File: src/design/icr_pkg.sv
package icr_pkg;

    // Item kinds carried on s_tuser
    localparam logic FUNC_FRAME    = 1'b0;
    localparam logic FUNC_CAM_SYNC = 1'b1;

    // Frame identifier that gets rewritten
    localparam logic [7:0] FRAME_INJ = 8'h20;

    // Configuration register indexes
    localparam logic [1:0] CFG_FUEL_LEVEL     = 2'd0;
    localparam logic [1:0] CFG_TIMING_MODE    = 2'd1;
    localparam logic [1:0] CFG_KILL_CYLINDER  = 2'd2;
    localparam logic [1:0] CFG_THREE_CYL      = 2'd3;

    // Timing modes
    localparam logic [2:0] TMODE_STOCK   = 3'd0;
    localparam logic [2:0] TMODE_RETARD  = 3'd1;
    localparam logic [2:0] TMODE_ADVANCE = 3'd2;
    localparam logic [2:0] TMODE_HS_ADV  = 3'd3;
    localparam logic [2:0] TMODE_STATIC  = 3'd4;

    // Arithmetic constants
    localparam logic [16:0] CMD_MAX       = 17'd4093;
    localparam logic [16:0] TIMING_STEP   = 17'd256;
    localparam logic [16:0] TIMING_STATIC = 17'd1920;
    localparam logic [16:0] IDLE_ADD      = 17'd500;
    localparam logic [15:0] FUEL_TH1      = 16'h0300;
    localparam logic [15:0] FUEL_TH2      = 16'h0400;
    localparam logic [15:0] FUEL_TH3      = 16'h0A00;
    localparam logic [13:0] RPM_TH2       = 14'd1400;
    localparam logic [13:0] RPM_TH3       = 14'd1700;
    localparam logic [13:0] RPM_HS_ADV    = 14'd2200;
    localparam logic [13:0] RPM_IDLE      = 14'd1050;
    localparam logic [9:0]  PEDAL_TH      = 10'd200;

    // Configuration register set
    typedef struct packed {
        logic [1:0] fuel_level;
        logic [2:0] timing_mode;
        logic [2:0] kill_cylinder;
        logic       three_cylinder_enable;
    } cfg_t;

    // Step tracker result for one request
    typedef struct packed {
        logic       inject;
        logic [2:0] cylinder;
    } step_info_t;

    // Firing order lookup by step 1..6
    function automatic logic [2:0] firing_order(input logic [2:0] step);
        logic [2:0] cyl;
        case (step)
            3'd1: cyl = 3'd1;
            3'd2: cyl = 3'd5;
            3'd3: cyl = 3'd3;
            3'd4: cyl = 3'd6;
            3'd5: cyl = 3'd2;
            3'd6: cyl = 3'd4;
            default: cyl = 3'd0;
        endcase
        return cyl;
    endfunction

    // Clamp to the top of the command range
    function automatic logic [11:0] sat_top(input logic [16:0] v);
        logic [11:0] r;
        if (v > CMD_MAX) begin
            r = CMD_MAX[11:0];
        end else begin
            r = v[11:0];
        end
        return r;
    endfunction

endpackage

File: src/design/injection_command_rewriter.sv
// Injection command rewriter.
// Input stream (s_*): one request per received frame or cam-sync pulse.
// s_tuser is the item kind (0 frame, 1 cam sync); s_tdata packs the frame
// identifier, raw fuel, raw timing, engine speed and pedal reading.
// Output stream (m_*): one request for each frame with identifier 0x20,
// carrying rewritten fuel, rewritten timing and the cylinder number.
// Cam-sync pulses and other frames only update the cylinder step or pass.
// Configuration: cfg_we/cfg_index/cfg_data write one register per edge.
// A request passes the input register, then the fuel/timing logic into the
// output register, which drives m_tvalid and m_tdata.
// Throughput is one request per cycle while the receiver does not stall; both stages advance together.
// When the receiver stalls, the output register holds and the input
// register still takes one more 0x20 frame (other requests pass freely)
// before s_tready drops.
// Reset clears all configuration registers, the cylinder step and both
// valid flags; the block accepts requests as soon as reset is released.
module injection_command_rewriter
    import icr_pkg::*;
(
    input  logic        aclk,
    input  logic        aresetn,
    // Configuration write port
    input  logic        cfg_we,
    input  logic [1:0]  cfg_index,
    input  logic [2:0]  cfg_data,
    // Input stream
    input  logic        s_tvalid,
    output logic        s_tready,
    input  logic [63:0] s_tdata,  // frame_id[7:0], fuel_raw[23:8], timing_raw[39:24],
                                  // engine_rpm[53:40], pedal_position[63:54]
    input  logic        s_tuser,  // func[0]
    // Output stream
    output logic        m_tvalid,
    input  logic        m_tready,
    output logic [31:0] m_tdata   // fuel_out[11:0], timing_out[23:12],
                                  // cylinder_number[26:24], zero[31:27]
);

    cfg_t        cfg_reg;
    step_info_t  step_info;
    logic        s_accept;
    logic        advance;

    // Input register
    logic        in_valid_reg;
    logic [15:0] fuel_raw_reg;
    logic [15:0] timing_raw_reg;
    logic [13:0] rpm_reg;
    logic [9:0]  pedal_reg;
    logic [2:0]  cyl_reg;

    // Result register
    logic        out_valid_reg;
    logic [11:0] fuel_out_reg;
    logic [11:0] timing_out_reg;
    logic [2:0]  cyl_out_reg;

    logic [11:0] fuel_calc;
    logic [11:0] timing_calc;

    // Configuration registers
    always_ff @(posedge aclk) begin
        if (!aresetn) begin
            cfg_reg <= '0;
        end else if (cfg_we) begin
            case (cfg_index)
                CFG_FUEL_LEVEL:    cfg_reg.fuel_level            <= cfg_data[1:0];
                CFG_TIMING_MODE:   cfg_reg.timing_mode           <= cfg_data;
                CFG_KILL_CYLINDER: cfg_reg.kill_cylinder         <= cfg_data;
                CFG_THREE_CYL:     cfg_reg.three_cylinder_enable <= cfg_data[0];
                default:           cfg_reg <= cfg_reg;
            endcase
        end
    end

    // Handshake: both stages move when the output register frees up
    assign advance  = !out_valid_reg || m_tready;
    assign s_tready = advance || !in_valid_reg;
    assign s_accept = s_tvalid && s_tready;

    icr_step_tracker u_step (
        .aclk     (aclk),
        .aresetn  (aresetn),
        .accept   (s_accept),
        .func     (s_tuser),
        .frame_id (s_tdata[7:0]),
        .info     (step_info)
    );

    // Input stage: keep only requests that produce a result
    always_ff @(posedge aclk) begin
        if (!aresetn) begin
            in_valid_reg <= 1'b0;
        end else if (s_tready) begin
            in_valid_reg <= s_accept && step_info.inject;
        end
    end

    always_ff @(posedge aclk) begin
        if (s_tready) begin
            fuel_raw_reg   <= s_tdata[23:8];
            timing_raw_reg <= s_tdata[39:24];
            rpm_reg        <= s_tdata[53:40];
            pedal_reg      <= s_tdata[63:54];
            cyl_reg        <= step_info.cylinder;
        end
    end

    icr_fuel_calc u_fuel (
        .cfg            (cfg_reg),
        .fuel_raw       (fuel_raw_reg),
        .engine_rpm     (rpm_reg),
        .pedal_position (pedal_reg),
        .cylinder       (cyl_reg),
        .fuel_out       (fuel_calc)
    );

    icr_timing_calc u_timing (
        .cfg        (cfg_reg),
        .timing_raw (timing_raw_reg),
        .engine_rpm (rpm_reg),
        .timing_out (timing_calc)
    );

    // Result stage
    always_ff @(posedge aclk) begin
        if (!aresetn) begin
            out_valid_reg <= 1'b0;
        end else if (advance) begin
            out_valid_reg <= in_valid_reg;
        end
    end

    always_ff @(posedge aclk) begin
        if (advance) begin
            fuel_out_reg   <= fuel_calc;
            timing_out_reg <= timing_calc;
            cyl_out_reg    <= cyl_reg;
        end
    end

    assign m_tvalid = out_valid_reg;
    assign m_tdata  = {5'd0, cyl_out_reg, timing_out_reg, fuel_out_reg};

endmodule

File: src/design/icr_step_tracker.sv
module icr_step_tracker
    import icr_pkg::*;
(
    input  logic       aclk,
    input  logic       aresetn,
    input  logic       accept,
    input  logic       func,
    input  logic [7:0] frame_id,
    output step_info_t info
);

    logic [2:0] step_reg;
    logic [2:0] step_next;
    logic [2:0] step_adv;
    logic       is_inj;

    assign is_inj = (func == FUNC_FRAME) && (frame_id == FRAME_INJ);

    // Advance 1..6, anything else restarts at 1
    always_comb begin
        step_adv = step_reg + 3'd1;
        if (step_adv > 3'd6 || step_adv == 3'd0) begin
            step_adv = 3'd1;
        end
    end

    always_comb begin
        step_next = step_reg;
        if (accept) begin
            if (func == FUNC_CAM_SYNC) begin
                step_next = 3'd1;
            end else if (is_inj) begin
                step_next = step_adv;
            end
        end
    end

    always_ff @(posedge aclk) begin
        if (!aresetn) begin
            step_reg <= 3'd0;
        end else begin
            step_reg <= step_next;
        end
    end

    assign info.inject   = is_inj;
    assign info.cylinder = firing_order(step_adv);

endmodule

File: src/design/icr_fuel_calc.sv
module icr_fuel_calc
    import icr_pkg::*;
(
    input  cfg_t        cfg,
    input  logic [15:0] fuel_raw,
    input  logic [13:0] engine_rpm,
    input  logic [9:0]  pedal_position,
    input  logic [2:0]  cylinder,
    output logic [11:0] fuel_out
);

    logic [16:0] raw_w;
    logic [16:0] f;

    assign raw_w = {1'b0, fuel_raw};

    // Staged boost, pedal override, cuts; later stages win
    always_comb begin
        f = raw_w;
        if (fuel_raw > FUEL_TH1 && cfg.fuel_level > 2'd0) begin
            f = raw_w + {4'd0, fuel_raw[15:3]};
        end
        if (fuel_raw > FUEL_TH2 && cfg.fuel_level > 2'd0 && engine_rpm > RPM_TH2) begin
            f = raw_w + {3'd0, fuel_raw[15:2]};
        end
        if (fuel_raw > FUEL_TH3 && cfg.fuel_level > 2'd1 && engine_rpm > RPM_TH3) begin
            f = raw_w + {2'd0, fuel_raw[15:1]};
        end
        if (cfg.fuel_level > 2'd2) begin
            if (pedal_position > PEDAL_TH) begin
                f = {7'd0, pedal_position} + {6'd0, pedal_position, 1'b0};
            end else begin
                f = {6'd0, pedal_position, 1'b0};
            end
        end
        if (cylinder == cfg.kill_cylinder) begin
            f = 17'd0;
        end
        // Three-cylinder idle: cylinders 1, 2 and 3 cut
        if (cfg.three_cylinder_enable && engine_rpm < RPM_IDLE) begin
            f = raw_w + IDLE_ADD;
            if (cylinder == 3'd1 || cylinder == 3'd3 || cylinder == 3'd2) begin
                f = 17'd0;
            end
        end
    end

    assign fuel_out = sat_top(f);

endmodule

File: src/design/icr_timing_calc.sv
module icr_timing_calc
    import icr_pkg::*;
(
    input  cfg_t        cfg,
    input  logic [15:0] timing_raw,
    input  logic [13:0] engine_rpm,
    output logic [11:0] timing_out
);

    logic [16:0] raw_w;
    logic [16:0] t;

    assign raw_w = {1'b0, timing_raw};

    // Mode select; retard floors at zero
    always_comb begin
        t = raw_w;
        case (cfg.timing_mode)
            TMODE_RETARD: begin
                t = (raw_w >= TIMING_STEP) ? raw_w - TIMING_STEP : 17'd0;
            end
            TMODE_ADVANCE: begin
                t = raw_w + TIMING_STEP;
            end
            TMODE_HS_ADV: begin
                if (engine_rpm > RPM_HS_ADV) begin
                    t = raw_w + TIMING_STEP;
                end
            end
            TMODE_STATIC: begin
                t = TIMING_STATIC;
            end
            default: begin
                t = raw_w;
            end
        endcase
    end

    assign timing_out = sat_top(t);

endmodule
File: config.mk
export PLATFORM = sky130hd
export DESIGN_NAME = injection_command_rewriter
export DESIGN_NICKNAME = d
export VERILOG_FILES = /design/src/design/icr_pkg.sv /design/src/design/injection_command_rewriter.sv /design/src/design/icr_step_tracker.sv /design/src/design/icr_fuel_calc.sv /design/src/design/icr_timing_calc.sv
export SDC_FILE = /design/constraint.sdc
export NUM_CORES = 1
export LEC_CHECK = 0
export ABC_CLOCK_PERIOD_IN_PS = 3400
export BUFFER_PORTS_ARGS = -buffer_cell sky130_fd_sc_hd__buf_2
export CORE_MARGIN = 2
export CORE_UTILIZATION = 40
export CTS_BUF_LIST = sky130_fd_sc_hd__clkbuf_4 sky130_fd_sc_hd__clkbuf_8
export CTS_CLUSTER_DIAMETER = 60
export DETAILED_ROUTE_END_ITERATION = 16
export SKIP_CTS_REPAIR_TIMING = 1
export SYNTH_ARGS = -nofsm -noshare
export SYNTH_HDL_FRONTEND = slang
export SYNTH_HIERARCHICAL = 1
export SYNTH_SLANG_ARGS = --single-unit
File: constraint.sdc
create_clock -name aclk -period 3.4 [get_ports aclk]
set_clock_uncertainty 0.1 [all_clocks]
set_input_delay 0.68 -clock aclk [delete_from_list [all_inputs] [get_ports aclk]]
set_output_delay 0.68 -clock aclk [all_outputs]
set_load 0.05 [all_outputs]
==> flow_summary.toml, run 1 <==
[final_layout]
fill_cells = 1941
finish.instance_area_um2 = 11000
nets = 1320
syn_to_final_growth_pct = 28.0
utilization_pct = 52.1
drive_gt1_share_pct = 31.4
fin_cells = 1434
num_antenna_cells = 0

[timing]
slew_violations = 0
slew_headroom_pct = 47.5
fin_ws_ns = -0.0528
rsz0062_at_grt = "yes"
setup_viol = 2
layout_worst_path_cycle_share_pct = 102
hold_violations = 0
fin_tns_setup_ns = -0.0970
max_clock_freq_ghz = 0.290
tightest_slew_ns = 0.787
period_minus_slack_ns = 3.45

[placed_design]
gp_congestion = 0.966
placedCellCount = 1410
place_area_um2 = 10400
portBuffers = 103
hpwl_mm = 20.4

[cts]
numCtsBuffers = 9
clk_latency_ns = 0.38
cts_tree = "done"
clock_path_buffers = 2
clk_pin_slew_ns = 0.11
clockRootBuffer = "clkbuf_8"
h-tree-depth = 3
cts.sinks = 100

[critical_path]
crit_arrival_ns = 3.49
r2r_cells = 12
cp-start-kind = "flop"
critPathMaxFanout = 4
worstPathRequired_ns = 3.44
cp-end-kind = "flop"
crit_type = "reg2reg"

[detailed_routing]
drt_first_pass_iters = 5
drt-initial-drc-count = 585
ant_nets = 0
post_drt_wl_per_cell_um = 18.1
routed_via_density = 5.69
dr_total_vias = 8153
wl_mm = 26.0
drc = 0

[floorplanning]
ios = 109
num_rows = 53
floorplan.die_area_um2 = 22600
dieHeight_um = 150
die_w_um = 150
core_um2 = 21000
start_util_pct = 40.7

[synth]
yosys.area.top_type_share_pct = 30.2
yosysTopAreaCell = "edfxtp_1"
ys.warnings.count = 6
async_flop_share_pct = 0
synth_area_per_cell_um2 = 9.40
netlist_area_um2 = 8560
ys.flop_type = "edfxtp_1"
ys_seq_area_share_pct = 33.4
synth-seq-cells = 100
syn_inst = 911
synth_edf_count = 86
yosysUniqueCellTypes = 98
synth_area_leaders = "edfxtp_1 (30%), ha_1 (13%), nand2_1 (4.0%), a21oi_1 (3.6%), dfxtp_1 (3.3%)"

[pwr]
power_leakage_nw = 4.64
clkPwrFrac_pct = 21.1
p_switching_w = 0.00122
p_sw_share_pct = 35.3
seq_power_share_pct = 42.2
p_int_w = 0.00224
comb_power_share_pct = 36.7
ir_worst_vdd_mv = 0.183
power.density_nw_per_um2 = 316

[global_routing]
overflow = 0
grt_max_degree = 60
grt_pass1_vias = 7583
grt_usage_pct = 22.6
grt_pass1_wl_mm = 39.7
antenna_found_initial = 0

[hold_path]
hold_depth = 2
hold_path_class = "reg2reg"

[flow_run]
drv_cap = 0

[status]
status = "finished with violations"
violations = "negative setup slack"
## metal layers
layer	up-vias	share of wire [%]	GRT usage, %	wire length (um)
met4	0	2.6	7.03	683
met1	3873	47	31.8	12200
li1	3950	-	-	-
met5	-	0	0	0
met3	52	5.3	3.39	1390
met2	278	45	35.8	11700
## worst paths after layout
path | slack (ns) | startpoint | to
setup / recovery | -0.05 | fuel_raw_reg[1] | fuel_out_reg[0]
hold / removal | 0.35 | in_valid_reg | m_tvalid
setup reg to reg | -0.05 | fuel_raw_reg[1] | fuel_out_reg[0]
hold reg to reg | 0.35 | in_valid_reg | m_tvalid
## cells in the final DEF (no fill, tap or decap), types with 10 or more instances in the layout
master	netlist	final
nand3_1	19	19
buf_4	8	145
a211oi_1	17	11
nand2b_1	13	13
o21ai_0	42	38
buf_2	5	103
xor2_1	16	16
ha_1	87	78
nor2_1	55	54
inv_1	50	44
xnor2_1	26	25
edfxtp_1	86	86
o211ai_1	15	15
o21a_1	13	13
a21o_1	14	14
nand2_1	92	91
dfxtp_1	14	13
nor3_1	12	10
mux2i_1	17	17
a21oi_1	61	56
## worst max-delay path, cell delays in order, from the launching register on
cell,delay (ns)
edfxtp_1,0.48
ha_2,0.26
buf_6,0.12
a211o_1,0.29
a311o_1,0.43
a21oi_2,0.18
buf_6,0.15
nor2_4,0.03
o21ai_2,0.13
a21oi_1,0.08
o31a_1,0.33
a221o_1,0.36
a211o_1,0.28
## area by class of cell
| class | count | area (um^2) | area share [%] |
|---|---|---|---|
| repair buffers | 255 | 1690 | 15.4 |
| well taps | 275 | 344 | 3.14 |
| multi-input cells | 737 | 5690 | 51.9 |
| flip-flops and latches | 100 | 2860 | 26.1 |
| inverters | 51 | 191 | 1.75 |
| clock buffers | 10 | 131 | 1.20 |
| clock inverters | 6 | 46.3 | 0.422 |
## synthesized netlist by cell type, types with 12 or more instances
| cell type | count |
|---|---|
| nand2_1 | 92 |
| a21o_1 | 14 |
| edfxtp_1 | 86 |
| ha_1 | 87 |
| nand3_1 | 19 |
| xnor2_1 | 26 |
| a21oi_1 | 61 |
| a211oi_1 | 17 |
| o211ai_1 | 15 |
| clkbuf_1 | 12 |
| nor2b_1 | 12 |
| mux2i_1 | 17 |
| nor3_1 | 12 |
| xor2_1 | 16 |
| o21ai_0 | 42 |
| dfxtp_1 | 14 |
| nand2b_1 | 13 |
| inv_1 | 50 |
| nor2_1 | 55 |
| o21a_1 | 13 |
## cell families (layout without fill, tap and decap cells)
group                      Yosys count  count (layout)  share of synthesized area, %
AOI/OAI and AO/OA                  286             286                          24.0
xor gates and xnor gates            42              42                          4.30
and+or+nand+nor                    290             290                          17.9
muxes                               21              21                          2.51
buffers and inverters               78             322                          3.93
adders and majority gates           93              93                          13.9
DFF                                100             100                          33.4
other                                1               5                        0.0438
## power by group through the flow
stage	clock, W	sequential (W)	combinational (W)
after floorplan	0	0.00156	0.000639
after global placement	0	0.00148	0.00116
after detailed placement	0	0.00148	0.00116
after CTS	0.000762	0.00146	0.00117
after global routing	0.000796	0.00147	0.00137
final	0.000731	0.00146	0.00127
## stage by stage
stage | setup WS (ns) | hold slack (ns) | power (W)
after global routing | -0.206 | 0.338 | 0.00363
after global placement | -0.166 | 0.330 | 0.00264
after floorplan | -0.344 | 0.317 | 0.00220
final | -0.0528 | 0.350 | 0.00346
after detailed placement | -0.239 | 0.337 | 0.00265
after CTS | -0.280 | 0.340 | 0.00339
Power figures use the tool's default switching activity.
==> run 2: changes to the inputs <==
--- a/config.mk
+++ b/config.mk
@@ -5,6 +5,7 @@
 export SDC_FILE = /design/constraint.sdc
 export NUM_CORES = 1
 export LEC_CHECK = 0
+export ABC_AREA = 1
 export ABC_CLOCK_PERIOD_IN_PS = 3400
 export BUFFER_PORTS_ARGS = -buffer_cell sky130_fd_sc_hd__buf_2
 export CORE_MARGIN = 2
==> flow_summary.toml, run 2 <==
[status]
status = "complete, no violations"

[detailed_routing]
routed.top_layer = "met4"
drt_first_pass_iters = 5
post_drt_wl_per_cell_um = 14.2
drt-met1-wl_mm = 12.5
met2_length_mm = 11.3
dr_total_vias = 8844
wl_mm = 25.4
wl_met3_mm = 1.17
drc = 0
routed_via_density = 4.96
drt-initial-drc-count = 513
ant_nets = 0

[pwr]
power_leakage_nw = 5.27
p_int_w = 0.00211
power.density_nw_per_um2 = 326
comb_power_share_pct = 34.7
p_switching_w = 0.00134
power_w = 0.00346
clkPwrFrac_pct = 22.8
ir_worst_vdd_mv = 0.243
p_sw_share_pct = 38.9
seq_power_share_pct = 42.5

[critical_path]
worstPathRequired_ns = 3.55
r2r_cells = 20
crit_start = "fuel_raw_reg[3]"
r2r_setup_slack_ns = 0.17
crit_type = "reg2reg"
crit_buf_inv = 3
crit_family = "simple AND/OR/NAND/NOR gates"
path_cells = "ha_4, inv_1, fa_1, inv_2, nand3_1, nand2_1, nand2_1, nand2_1, or2_2, nand3_1, nand3_1, nand3_1, nand2_1, nand2_1, nand2_1, nand2_1, nor2_2, nand3_4, buf_4, nand3b_1"
cp-start-kind = "flop"
cp_slowest_cell = "edfxtp_1"
crit_path_frequent_cell = "nand2_1"
reg2reg_from = "fuel_raw_reg[3]"
crit_arrival_ns = 3.38
regToRegEndpoint = "fuel_out_reg[8]"
path_depth = 20
critPathMaxFanout = 7
cpPeakStageDelay_ns = 0.52
cp-end-kind = "flop"

[timing]
layout_worst_path_cycle_share_pct = 95.0
hold_violations = 0
slew_headroom_pct = 51.4
holdWs_ns = 0.350
slew_violations = 0
max_clock_freq_ghz = 0.310
setup_viol = 0
tightest_slew_ns = 0.728
fin_ws_ns = 0.171
period_minus_slack_ns = 3.23

[cts]
cts.sinks = 100
clock_path_buffers = 2
clk_latency_ns = 0.39
numCtsBuffers = 9
clockRootBuffer = "clkbuf_8"
cts_tree = "done"
clk_pin_slew_ns = 0.12
h-tree-depth = 3

[final_layout]
num_antenna_cells = 0
nets = 1631
final_cell_mix = "nand2_1 (411), inv_1 (182), nand3_1 (133)"
drive_gt1_share_pct = 15.9
final_common_cell = "nand2_1"
fin_cells = 1783
syn_to_final_growth_pct = 13.8
utilization_pct = 46.6

[floorplanning]
floorplan.die_area_um2 = 24500
dieHeight_um = 157
core_um2 = 22800
start_util_pct = 40.9
ios = 109
num_rows = 55
die_w_um = 157

[synth]
synthTopCellsByCount = "nand2_1 (412), inv_1 (185), nand3_1 (134)"
ys.warnings.count = 6
synth_edf_count = 86
async_flop_share_pct = 0
syn_inst = 1331
yosysTopAreaCell = "edfxtp_1"
yosysUniqueCellTypes = 50
ys.flop_type = "edfxtp_1"
yosysMostFrequentCell = "nand2_1"
synth-seq-cells = 100
synth_area_per_cell_um2 = 7.00
yosys.area.top_type_share_pct = 27.7
ys_seq_area_share_pct = 30.7
synth_area_leaders = "edfxtp_1 (28%), nand2_1 (17%), ha_1 (12%), inv_1 (7.4%), nand3_1 (7.2%)"
netlist_area_um2 = 9320

[global_routing]
grt_pass1_vias = 8303
grt_pass1_wl_mm = 40.8
grt_max_degree = 27
grt_usage_pct = 20.9
overflow = 0
antenna_found_initial = 0

[flow_run]
drv_cap = 0

[hold_path]
hold_path_end = "rpm_reg[8]"
hold_path_class = "in2reg"
hold_depth = 1
hp-start = "s_tdata[48]"

[placed_design]
pre_cts_slack_ns = 0.124
gp_congestion = 0.973
placedCellCount = 1757
portBuffers = 103
hpwl_mm = 20.3
run 2: power groups by stage:
stage / Combinational (W) / Clock (W) / Sequential, W
CTS: 0.00116 / 0.000820 / 0.00147
finish: 0.00120 / 0.000787 / 0.00147
floorplan: 0.000769 / 0 / 0.00159
global placement: 0.00115 / 0 / 0.00150
detailed placement: 0.00116 / 0 / 0.00149
global route: 0.00134 / 0.000862 / 0.00148
run 2: layout make-up:
cell class | instances | area (um^2)
inverters | 197 | 739
flip-flops and latches | 100 | 2860
fillers | 2365 | 12200
repair buffers | 140 | 806
multi-input cells | 1017 | 5610
clock buffers | 9 | 124
clock inverters | 7 | 80.1
well taps | 313 | 392
run 2: routing by layer:
metal / GRT usage (%) / vias up
li1: - / 4579
met1: 29.6 / 4017
met2: 33.5 / 220
met3: 2.69 / 28
met4: 6.03 / 0
met5: 0 / -
run 2: through the flow:
stage          instance area (um^2)  TNS [ns]
2_1_floorplan                  9340         0
3_3_place_gp                  10300         0
3_5_place_dp                  10300         0
4_1_cts                       10500         0
5_1_grt                       10600   -0.0410
6_report                      10600         0
run 2: worst max-delay path by stage:
stage,to
2_1_floorplan,fuel_out_reg[2]
3_3_place_gp,fuel_out_reg[0]
3_5_place_dp,fuel_out_reg[0]
4_1_cts,fuel_out_reg[8]
5_1_grt,fuel_out_reg[2]
6_report,fuel_out_reg[8]
run 2: logic make-up after synthesis:
family	share of synthesized area, %
and+or+nand+nor	36.1
DFF	30.7
buffers and inverters	9.93
xor gates and xnor gates	2.35
adders and majority gates	12.5
other	0.0402
AOI/OAI and AO/OA	8.32
run 2: worst register-to-register path: stages, from the launching register on:
cell	delay, ns
edfxtp_1	0.52
ha_4	0.21
inv_1	0.06
fa_1	0.44
inv_2	0.12
nand3_1	0.09
nand2_1	0.11
nand2_1	0.05
nand2_1	0.11
or2_2	0.13
nand3_1	0.08
nand3_1	0.10
nand3_1	0.12
nand2_1	0.10
nand2_1	0.05
nand2_1	0.09
nand2_1	0.07
nor2_2	0.15
nand3_4	0.12
buf_4	0.17
nand3b_1	0.08
==> run 3: changes to the inputs <==
--- a/config.mk
+++ b/config.mk
@@ -8,11 +8,14 @@
 export ABC_AREA = 1
 export ABC_CLOCK_PERIOD_IN_PS = 3400
 export BUFFER_PORTS_ARGS = -buffer_cell sky130_fd_sc_hd__buf_2
+export CELL_PAD_IN_SITES_DETAIL_PLACEMENT = 1
+export CELL_PAD_IN_SITES_GLOBAL_PLACEMENT = 2
 export CORE_MARGIN = 2
-export CORE_UTILIZATION = 40
+export CORE_UTILIZATION = 31
 export CTS_BUF_LIST = sky130_fd_sc_hd__clkbuf_4 sky130_fd_sc_hd__clkbuf_8
 export CTS_CLUSTER_DIAMETER = 60
 export DETAILED_ROUTE_END_ITERATION = 16
+export PLACE_DENSITY_LB_ADDON = 0.1
 export SKIP_CTS_REPAIR_TIMING = 1
 export SYNTH_ARGS = -nofsm -noshare
 export SYNTH_HDL_FRONTEND = slang
==> flow_summary.toml, run 3 (synthesis gave the netlist of run 2 again) <==
[status]
status = "complete, no violations"

[detailed_routing]
drt-initial-drc-count = 400
routed_via_density = 4.76
drt_first_pass_iters = 4
drc = 0
wl_mm = 31.1
ant_nets = 0
dr_total_vias = 8958
post_drt_wl_per_cell_um = 16.5

[floorplanning]
dieHeight_um = 177
start_util_pct = 31.5
floorplan.die_area_um2 = 31500
num_rows = 63
core_um2 = 29600
die_w_um = 177
ios = 109

[critical_path]
crit_type = "reg2reg"
crit_path_frequent_cell = "nand2_1"
cp-start-kind = "flop"
crit_arrival_ns = 3.24
worstPathRequired_ns = 3.45
critPathMaxFanout = 19
cp-end-kind = "flop"
cpPeakStageDelay_ns = 0.45
cp_slowest_cell = "edfxtp_1"
path_cells = "buf_4, buf_4, inv_2, ha_1, nand2_1, nor2_4, a21oi_4, nand2_8, inv_4, nand3_1, nand2_1, nand2_1, nand2_1, nand2_1, nand3_1, nand2_1, nand2_1, inv_1, nand3_2, buf_4, nand3b_1"
crit_buf_inv = 6
crit_family = "simple AND/OR/NAND/NOR gates"

[timing]
hold_violations = 0
period_minus_slack_ns = 3.20
setup_viol = 0
slew_headroom_pct = 52.1
tightest_slew_ns = 0.717
fin_tns_setup_ns = 0
layout_worst_path_cycle_share_pct = 94.0
max_clock_freq_ghz = 0.313
slew_violations = 0

[cts]
cts.sinks = 100
clock_path_buffers = 2
clockRootBuffer = "clkbuf_8"
clk_pin_slew_ns = 0.12
h-tree-depth = 3
cts_tree = "done"
numCtsBuffers = 9
clk_latency_ns = 0.41

[final_layout]
final_common_cell = "nand2_1"
register_area_um2 = 2860
multi_input_area_um2 = 5640
final_cell_mix = "nand2_1 (408), inv_1 (183), nand3_1 (132)"
syn_to_final_growth_pct = 16.9
utilization_pct = 36.8
fill_cells = 3824
drive_gt1_share_pct = 17.3
nets = 1650

[global_routing]
overflow = 0
grt_max_degree = 32
antenna_found_initial = 1
grt_pass1_wl_mm = 49.3
grt_usage_pct = 20.1
grt_pass1_vias = 9453

[placed_design]
gp_congestion = 0.819
portBuffers = 103
hpwl_mm = 25.7

[flow_run]
drv_cap = 0

[pwr]
power_leakage_nw = 5.38
power_w = 0.00356
ir_worst_vdd_mv = 0.195
power.density_nw_per_um2 = 327

[hold_path]
hold_path_class = "in2reg"
## run 3: cell types whose count changed in the layout (fill, tap and decap cells not counted), sizes merged
cell	change
bufinv	+1
clkinvlp	+2
buf	+19
diode	+1
inv	-2
clkinv	-1
## run 3: final timing paths
path	start	endpoint	slack (ns)	cells after the start
setup / recovery	fuel_raw_reg[3]	fuel_out_reg[11]	0.20	21
hold / removal	s_tdata[20]	fuel_raw_reg[12]	0.34	1
setup reg to reg	fuel_raw_reg[3]	fuel_out_reg[11]	0.20	21
hold reg to reg	in_valid_reg	m_tvalid	0.39	2
## run 3: layout make-up
| class | count | share of cell area, % |
|---|---|---|
| multi-input cells | 1017 | 51.8 |
| diodes | 1 | 0.0230 |
| clock inverters | 7 | 0.701 |
| inverters | 197 | 6.86 |
| flip-flops and latches | 100 | 26.3 |
| repair buffers | 159 | 8.77 |
| well taps | 390 | 4.48 |
| clock buffers | 9 | 1.14 |
## run 3: per-stage QoR
| step | cells | setup WS [ns] | area (um^2) | hold WS, ns |
|---|---|---|---|---|
| final | 1880 | 0.203 | 10900 | 0.339 |
| after global routing | 1880 | -0.0127 | 10900 | 0.312 |
| after CTS | 1862 | -0.0798 | 10700 | 0.307 |
| after detailed placement | 1846 | -0.0638 | 10500 | 0.378 |
| after global placement | 1846 | 0.00806 | 10500 | 0.386 |
| after floorplan | 1335 | 0.660 | 9340 | 0.339 |
## run 3: power by group
| group | internal (W) | switching [W] | total, W |
|---|---|---|---|
| Sequential | 0.00141 | 0.0000626 | 0.00147 |
| Clock | 0.000344 | 0.000478 | 0.000823 |
| Combinational | 0.000437 | 0.000833 | 0.00127 |
## run 3: worst register-to-register path, stage by stage (launching register included)
cell and delay (ns):
edfxtp_1 0.45, buf_4 0.14, buf_4 0.14, inv_2 0.06, ha_1 0.19, nand2_1 0.11
nor2_4 0.07, a21oi_4 0.29, nand2_8 0.17, inv_4 0.17, nand3_1 0.09, nand2_1 0.09
nand2_1 0.10, nand2_1 0.08, nand2_1 0.07, nand3_1 0.08, nand2_1 0.09, nand2_1 0.09
inv_1 0.06, nand3_2 0.09, buf_4 0.14, nand3b_1 0.07
## run 3: per-layer routing
layer	GRT usage [%]	wire length (um)	vias to the layer above	part of all wire, %
li1	-	-	4613	-
met4	5.05	470	0	1.5
met1	25.2	14400	4215	46
met2	36.5	15500	100	50
met3	2.34	707	30	2.3
met5	0	0	-	0
